===== config.mk =====
export PLATFORM = sky130hd
export DESIGN_NAME = nsc_line_tracker
export DESIGN_NICKNAME = d
export VERILOG_FILES = /design/src/rtl/core/nsc_pkg.sv /design/src/rtl/core/nsc_line_tracker.sv
export SDC_FILE = /design/constraint.sdc
export NUM_CORES = 1
export LEC_CHECK = 0
export BUFFER_PORTS_ARGS = -buffer_cell sky130_fd_sc_hd__clkbuf_2
export CAP_MARGIN = 20
export CELL_PAD_IN_SITES_DETAIL_PLACEMENT = 0
export CELL_PAD_IN_SITES_GLOBAL_PLACEMENT = 2
export CORE_MARGIN = 5
export CORE_UTILIZATION = 35
export DETAILED_ROUTE_END_ITERATION = 16
export GPL_TIMING_DRIVEN = 0
export PLACE_DENSITY = 0.78
export SKIP_LAST_GASP = 1
export SLEW_MARGIN = 40
export SYNTH_ARGS = -nofsm -noshare
export SYNTH_HDL_FRONTEND = slang
export SYNTH_SLANG_ARGS = --single-unit

===== constraint.sdc =====
create_clock -name clk -period 7.1 [get_ports clk]
set_input_delay 1.42 -clock clk [delete_from_list [all_inputs] [get_ports clk]]
set_output_delay 1.42 -clock clk [all_outputs]
set_load 0.01 [all_outputs]

===== src/rtl/core/nsc_pkg.sv =====
// Shared types and constants for the NMEA sentence checker.
// Used by nsc_line_tracker and nmea_sentence_checker; depends on nothing.
`default_nettype none

package nsc_pkg;

	// Characters with special meaning on the line
	localparam logic [7:0] CH_DOLLAR = 8'h24;
	localparam logic [7:0] CH_COMMA  = 8'h2C;
	localparam logic [7:0] CH_STAR   = 8'h2A;
	localparam logic [7:0] CH_CR     = 8'h0D;
	localparam logic [7:0] CH_LF     = 8'h0A;

	localparam logic [7:0] MAX_LENGTH_RESET = 8'd82;

	// Checksum digit parser codes
	localparam logic [1:0] DIG_WAIT = 2'd0;
	localparam logic [1:0] DIG_ONE  = 2'd1;
	localparam logic [1:0] DIG_TWO  = 2'd2;
	localparam logic [1:0] DIG_NONE = 2'd3;

	typedef struct packed {
		logic [7:0] data_byte;
		logic       is_payload;
		logic [4:0] field_index;
		logic       line_end;
		logic       sentence_valid;
		logic       was_truncated;
		logic [4:0] field_count;
		logic [7:0] line_length;
	} result_t;

	typedef struct packed {
		logic       ok;
		logic [3:0] value;
	} hex_t;

	function automatic hex_t hex_decode(input logic [7:0] b);
		hex_t h;
		h.ok    = 1'b1;
		h.value = 4'd0;
		case (b) inside
			[8'h30:8'h39]: h.value = 4'(b - 8'h30);
			[8'h41:8'h46]: h.value = 4'(b - 8'h41 + 8'd10);
			[8'h61:8'h66]: h.value = 4'(b - 8'h61 + 8'd10);
			default:       h.ok    = 1'b0;
		endcase
		return h;
	endfunction

endpackage

`default_nettype wire


===== src/rtl/core/nsc_line_tracker.sv =====
// Per-line state of the sentence checker and the result for each byte.
// Depends on nsc_pkg.
`default_nettype none

module nsc_line_tracker #(
	parameter int FIELD_LIMIT = 31
) (
	input  wire logic            clk,
	input  wire logic            arst_n,
	input  wire logic            take,
	input  wire logic [7:0]      rx_byte,
	input  wire logic [7:0]      max_length,
	output nsc_pkg::result_t     result
);
	import nsc_pkg::*;

	localparam int         CAP_INT   = (FIELD_LIMIT < 31) ? FIELD_LIMIT : 31;
	localparam logic [4:0] COUNT_CAP = 5'(CAP_INT);

	logic       in_sentence_q,  in_sentence_d;
	logic [7:0] payload_cnt_q,  payload_cnt_d;
	logic [7:0] running_xor_q,  running_xor_d;
	logic [7:0] body_xor_q,     body_xor_d;
	logic       body_marked_q,  body_marked_d;
	logic       since_dollar_q, since_dollar_d;
	logic [1:0] digit_cnt_q,    digit_cnt_d;
	logic [7:0] sent_sum_q,     sent_sum_d;
	logic [4:0] comma_cnt_q,    comma_cnt_d;
	logic [4:0] delim_cnt_q,    delim_cnt_d;
	logic       stored;
	logic       ends;
	logic       trunc;
	hex_t       hex;

	function automatic logic [4:0] bump(input logic [4:0] v);
		return (v < COUNT_CAP) ? 5'(v + 5'd1) : v;
	endfunction

	assign hex = hex_decode(rx_byte);

	always_comb begin
		in_sentence_d  = in_sentence_q;
		running_xor_d  = running_xor_q;
		body_xor_d     = body_xor_q;
		body_marked_d  = body_marked_q;
		since_dollar_d = since_dollar_q;
		digit_cnt_d    = digit_cnt_q;
		sent_sum_d     = sent_sum_q;
		comma_cnt_d    = comma_cnt_q;
		delim_cnt_d    = delim_cnt_q;
		stored         = 1'b0;

		if (rx_byte == CH_DOLLAR) begin
			// restart the checksum body; field counts carry on
			delim_cnt_d    = bump(delim_cnt_q);
			in_sentence_d  = 1'b1;
			running_xor_d  = 8'd0;
			body_xor_d     = 8'd0;
			body_marked_d  = 1'b0;
			since_dollar_d = 1'b0;
			digit_cnt_d    = DIG_WAIT;
			sent_sum_d     = 8'd0;
			stored         = 1'b1;
		end else if (rx_byte == CH_CR || rx_byte == CH_LF) begin
			if (in_sentence_q) begin
				delim_cnt_d   = bump(delim_cnt_q);
				in_sentence_d = 1'b0;
			end
		end else if (rx_byte == CH_STAR) begin
			delim_cnt_d = bump(delim_cnt_q);
			if (in_sentence_q) begin
				// snapshot the body sum; a later star takes a new one
				body_marked_d  = since_dollar_q;
				body_xor_d     = running_xor_q;
				digit_cnt_d    = DIG_WAIT;
				sent_sum_d     = 8'd0;
				running_xor_d  = running_xor_q ^ rx_byte;
				since_dollar_d = 1'b1;
				stored         = 1'b1;
			end
		end else begin
			if (rx_byte == CH_COMMA)
				delim_cnt_d = bump(delim_cnt_q);
			if (in_sentence_q) begin
				if (rx_byte == CH_COMMA && !body_marked_q)
					comma_cnt_d = bump(comma_cnt_q);
				if (body_marked_q && (digit_cnt_q == DIG_WAIT || digit_cnt_q == DIG_ONE)) begin
					if (hex.ok) begin
						sent_sum_d  = {sent_sum_q[3:0], hex.value};
						digit_cnt_d = 2'(digit_cnt_q + 2'd1);
					end else begin
						digit_cnt_d = (digit_cnt_q == DIG_WAIT) ? DIG_NONE : DIG_TWO;
					end
				end
				running_xor_d  = running_xor_q ^ rx_byte;
				since_dollar_d = 1'b1;
				stored         = 1'b1;
			end
		end

		payload_cnt_d = 8'(payload_cnt_q + {7'd0, stored});
		ends  = (rx_byte == CH_LF) || (payload_cnt_d >= max_length);
		trunc = ends && in_sentence_d;

		result.data_byte      = rx_byte;
		result.is_payload     = stored;
		result.field_index    = delim_cnt_d;
		result.line_end       = ends;
		result.was_truncated  = trunc;
		result.sentence_valid = ends && !trunc && body_marked_d &&
			(digit_cnt_d == DIG_ONE || digit_cnt_d == DIG_TWO) &&
			(sent_sum_d == body_xor_d);
		result.field_count    = comma_cnt_d;
		result.line_length    = payload_cnt_d;
	end

	always_ff @(posedge clk or negedge arst_n) begin
		if (!arst_n) begin
			in_sentence_q  <= 1'b0;
			payload_cnt_q  <= 8'd0;
			running_xor_q  <= 8'd0;
			body_xor_q     <= 8'd0;
			body_marked_q  <= 1'b0;
			since_dollar_q <= 1'b0;
			digit_cnt_q    <= DIG_WAIT;
			sent_sum_q     <= 8'd0;
			comma_cnt_q    <= 5'd0;
			delim_cnt_q    <= 5'd0;
		end else if (take) begin
			if (ends) begin
				// line closed: start clean
				in_sentence_q  <= 1'b0;
				payload_cnt_q  <= 8'd0;
				running_xor_q  <= 8'd0;
				body_xor_q     <= 8'd0;
				body_marked_q  <= 1'b0;
				since_dollar_q <= 1'b0;
				digit_cnt_q    <= DIG_WAIT;
				sent_sum_q     <= 8'd0;
				comma_cnt_q    <= 5'd0;
				delim_cnt_q    <= 5'd0;
			end else begin
				in_sentence_q  <= in_sentence_d;
				payload_cnt_q  <= payload_cnt_d;
				running_xor_q  <= running_xor_d;
				body_xor_q     <= body_xor_d;
				body_marked_q  <= body_marked_d;
				since_dollar_q <= since_dollar_d;
				digit_cnt_q    <= digit_cnt_d;
				sent_sum_q     <= sent_sum_d;
				comma_cnt_q    <= comma_cnt_d;
				delim_cnt_q    <= delim_cnt_d;
			end
		end
	end

endmodule

`default_nettype wire


Word-level counts from Yosys, hierarchy flattened
Cells that the tools add are included.

Add/sub/neg operators: 9. $lt $le $gt $ge: 9. Equality and inequality tests: 10. Muxes and demuxes: 62. Bitwise gates (word level): 1. Reductions and logical operators: 19.

Operators by type and width (number): $mux W8 (18); $mux W5 (14); $eq A8 B6 Y1 const B (3); $mux W1 (19); $eq A8 B4 Y1 const B (2); $ge A8 B7 Y1 const B (2); $le A8 B7 Y1 const B (2); $mux W2 (8); $mux W4 (3); $sub A4 B1 Y4 const B (3); $add A5 B1 Y5 const B (2); $logic_and A1 B1 Y1 (10); $lt A5 B5 Y1 const B (2); $add A4 B4 Y4 const B (2); $add A8 B1 Y8 (1); $eq A8 B8 Y1 (1); $ge A8 B6 Y1 const B (1); $ge A8 B8 Y1 (1); $le A8 B6 Y1 const B (1); $xor A8 B8 Y8 (1); $eq A2 B1 Y1 const B (2); $logic_or A1 B1 Y1 (4); $ne A3 B3 Y1 const B (1); $reduce_and A3 Y1 (1); other kinds (5) (6).

Flip-flop bits (word level): 47. Input port bits: 19. Output and inout bits: 30. Word-level logic and storage cells: 120.

Depth between registers and ports, before layout
Depth after elaboration: 15. Depth in mapped cells: 20. Depth with buffers taken out: 20.

Least setup slack after synthesis
No wires, ideal clock.

Path type: input port to output port. Start: input port rx_byte[4]. End: output port result[13] (netlist name). Arrival time: 4.986 ns. Path slack: 0.694 ns. Stages on the path: 15. Cells stage by stage: or4b_2 o31ai_1 nand2_1 ha_1 ha_1 and3_1 nand3_1 xnor2_1 ha_1 a21o_1 a211oi_1 o21a_1 buf_1 nor2_1 buf_4.

RTL lines: start: declaration (line nsc_line_tracker.sv:11) `input wire logic [7:0] rx_byte,`; $eq A8 B4 Y1 (line nsc_line_tracker.sv:64) `end else if (rx_byte == CH_CR || rx_byte == CH_LF) begin`; $logic_or A1 B1 Y1 (line nsc_line_tracker.sv:64); $mux W1 (line nsc_line_tracker.sv:64); $mux W1 (*) (line nsc_line_tracker.sv:53) `if (rx_byte == CH_DOLLAR) begin`; via in_sentence_d (line nsc_line_tracker.sv:20) `logic in_sentence_q, in_sentence_d;`; $logic_and A1 B1 Y1 (*) (line nsc_line_tracker.sv:103) `trunc = ends && in_sentence_d;`; end: declaration (line nsc_line_tracker.sv:13) `output nsc_pkg::result_t result`.

Mark *: on every way through the listed nets, which the timed path passes. The rest lies on a longest branch.

==> qor.csv <==
metric,value,unit
status,finished clean,
p_per_area,204,nW/um^2
gp_congestion,0.804,
clkLatencyLatePin,0.30,ns
row_count,35,
synth_seq_cells,47,
vias,2954,
grt_antenna_before_repair,0,
reg2reg_from,in_sentence_q,
setup_tns,0,ns
grt_busiest_layer,met2,
avgSynthCellArea,8.61,um^2
drt_iter0_drc,112,
hp-class,flop to flop,
fin_nets,475,
period_minus_slack,6.81,ns
ios,49,
cts_root_buf,clkbuf_8,
cts_max_level,2,
drcViolationCount,0,
crit_required,5.68,ns
crit_family,simple AND/OR/NAND/NOR gates,
grt-ovfl-total,0,
power,780,uW
crit_type,primary input to output port,
worstSetupEndpointType,output port,
tightest_slew,0.801,ns
tritoncts,yes,
clockBufferDepth,2,
max-cap-violations,0,
slew_headroom,46.2,%
die_area,11400,um^2
synth_top_cell_area_share,35.8,%
synth-edff-count,0,
areaGrowthSynthToFinish,16.3,%
cp_slowest_cell,or2_2,
crit_top_cell,ha_1,
fin_crit_sh,95.9,%
grt_pass1_vias,2889,
drtPass1Iterations,6,
portBuffers,47,
synthArstFlopShare,100,%
synth.most_common_cell,dfrtp_1,
cts.clk_slew.worst_paths,0.09,ns
yosys_warnings,0,
routedWlPerCell,16.6,um
slew_violations,0,
hold_viol,0,
ctsHoldBuffers,0,
start_kind,primary input,
core-area,9200,um^2
ff_latch_area,1180,um^2
synth_area,3290,um^2
crit_chain,"clkbuf_2, inv_1, ha_1, nand4_1, or2_2, nand2_2, ha_1, ha_1, and3_1, nand3_1, xnor2_1, ha_1, and4_1, o21ai_0, o21a_1, inv_2, nand4_1, a2111oi_4, clkbuf_2",
rsz0062_at_grt,no,
whs,0.493,ns
cp-startpoint,rx_byte[0],
worst_clock_skew,0.00446,ns
start_util,35.8,%
layout-drive-gt1-share,21.6,%
synth.distinct_cells,53,
viasPerCell,5.37,
yosys.area.top_type,dfrtp_1,
vdd_ir_drop_max,117,uV
leakage,0.00179,uW
met3_usage,2.71,%
wl,9110,um
max_freq,147,MHz
synth_top_flop_cell,dfrtp_1,
diodes,0,
cts.sinks,47,
path_max_fanout,7,
die_y,107,um
fillers,930,
multi_input_area,1910,um^2
grt_max_degree,48,
track_usage,16.5,%
ys_top_cells_by_count,"dfrtp_1 (47), o21ai_0 (41), inv_1 (30)",
worst-path-buf-inv,4,
die_width,107,um
synth_area_leaders,"dfrtp_1 (36%), ha_1 (6.8%), o21ai_0 (6.2%)",
ys_seq_area_share,35.8,%
min_from,since_dollar_q,
met1_usage,22.6,%
critical_path.max_stage_delay,0.39,ns
dp_hpwl,6880,um
grtUsageMet2,26.7,%
syn_inst,382,
syn_nets,419,
final_core_util,41.6,%
grt_pass1_wl,15000,um
crit_arrival,5.39,ns
setup_viol,0,
final_antenna_net_count,0,
cts_buffers,5,
## registers in the layout (all words and copies together), names as in the netlist
name	flops
body_marked_q	1
body_xor_q	8
comma_cnt_q	5
delim_cnt_q	5
digit_cnt_q	2
in_sentence_q	1
payload_cnt_q	8
running_xor_q	8
sent_sum_q	8
since_dollar_q	1
## report_power, final
| part | internal, uW | switching (uW) |
|---|---|---|
| sequential | 313 | 47.1 |
| clock | 68.8 | 98.4 |
| combinational | 101 | 152 |
| total | 483 | 297 |
## through the flow
stage | setup slack, ns | cell area, um^2 | cells
4_1_cts | -0.00715 | 3770 | 548
6_report | 0.294 | 3820 | 550
2_1_floorplan | 0.694 | 3290 | 382
5_1_grt | 0.00510 | 3820 | 550
3_3_place_gp | -0.323 | 3660 | 540
3_5_place_dp | -0.344 | 3660 | 540
## kinds of logic after synthesis
| logic type | synth area share, % |
|---|---|
| AOI/OAI and AO/OA | 21.7 |
| DFF | 35.8 |
| adders and majority gates | 6.85 |
| xor gates and xnor gates | 4.00 |
| muxes | 4.00 |
| buffers and inverters | 7.76 |
| and+or+nand+nor | 19.9 |
## path summary, 6_finish.rpt
path	to	slack, ns	cells past startpoint
worst max register to register	body_xor_q[7]	2.87	16
max in group asynchronous	payload_cnt_q[1]	5.48	1
worst min-delay path	since_dollar_q	0.49	2
worst max-delay path	result[14]	0.29	19
worst min register to register	since_dollar_q	0.49	2
min in group asynchronous	payload_cnt_q[3]	1.16	1
## layer usage
layer	vias to the layer above	part of all wire, %
li1	1476	-
met1	1394	48
met2	70	45
met3	14	4.5
met4	0	2.2
met5	-	0
## layout by cell type, fill, tap and decap left out, types with 3 or more instances in the layout
master / n
a21oi_1: 16
o21ai_1: 3
nor3b_1: 3
nand3_1: 23
xnor2_1: 13
clkbuf_8: 5
nand4_1: 9
mux2i_1: 12
a22o_1: 14
ha_1: 18
clkbuf_1: 8
nor2_1: 28
nor3_1: 9
o31ai_1: 6
a31o_2: 6
o21ai_0: 40
clkbuf_2: 47
and3_1: 6
dfrtp_1: 47
nand2_1: 24
nor2b_1: 6
buf_4: 14
a21o_1: 3
nand2b_1: 3
inv_1: 29
## area by class of cell
type / count / share of cell area, %
repair buffers: 50 / 6.81
multi-input cells: 280 / 49.8
clock buffers: 5 / 1.80
flip-flops and latches: 47 / 30.8
plain buffers: 24 / 3.70
inverters: 30 / 2.95
well taps: 111 / 3.63
clock inverters: 3 / 0.524
## repair_timing
action	in CTS	in global routing
resized for setup	3	7
endpoints found under the setup margin	2	3
buffers inserted	0	3
## worst reg2reg max path: stages (launching register included)
cell	delay, ns
dfrtp_1	0.49
o31ai_4	0.13
nand2_2	0.14
ha_1	0.22
ha_1	0.25
and3_1	0.22
nand3_1	0.10
xnor2_1	0.28
ha_1	0.30
a21o_1	0.17
a211oi_2	0.28
o21a_1	0.28
inv_2	0.10
nor2_1	0.29
nand2_1	0.17
nor2_1	0.52
a22o_1	0.25
Power figures use the tool's default switching activity.
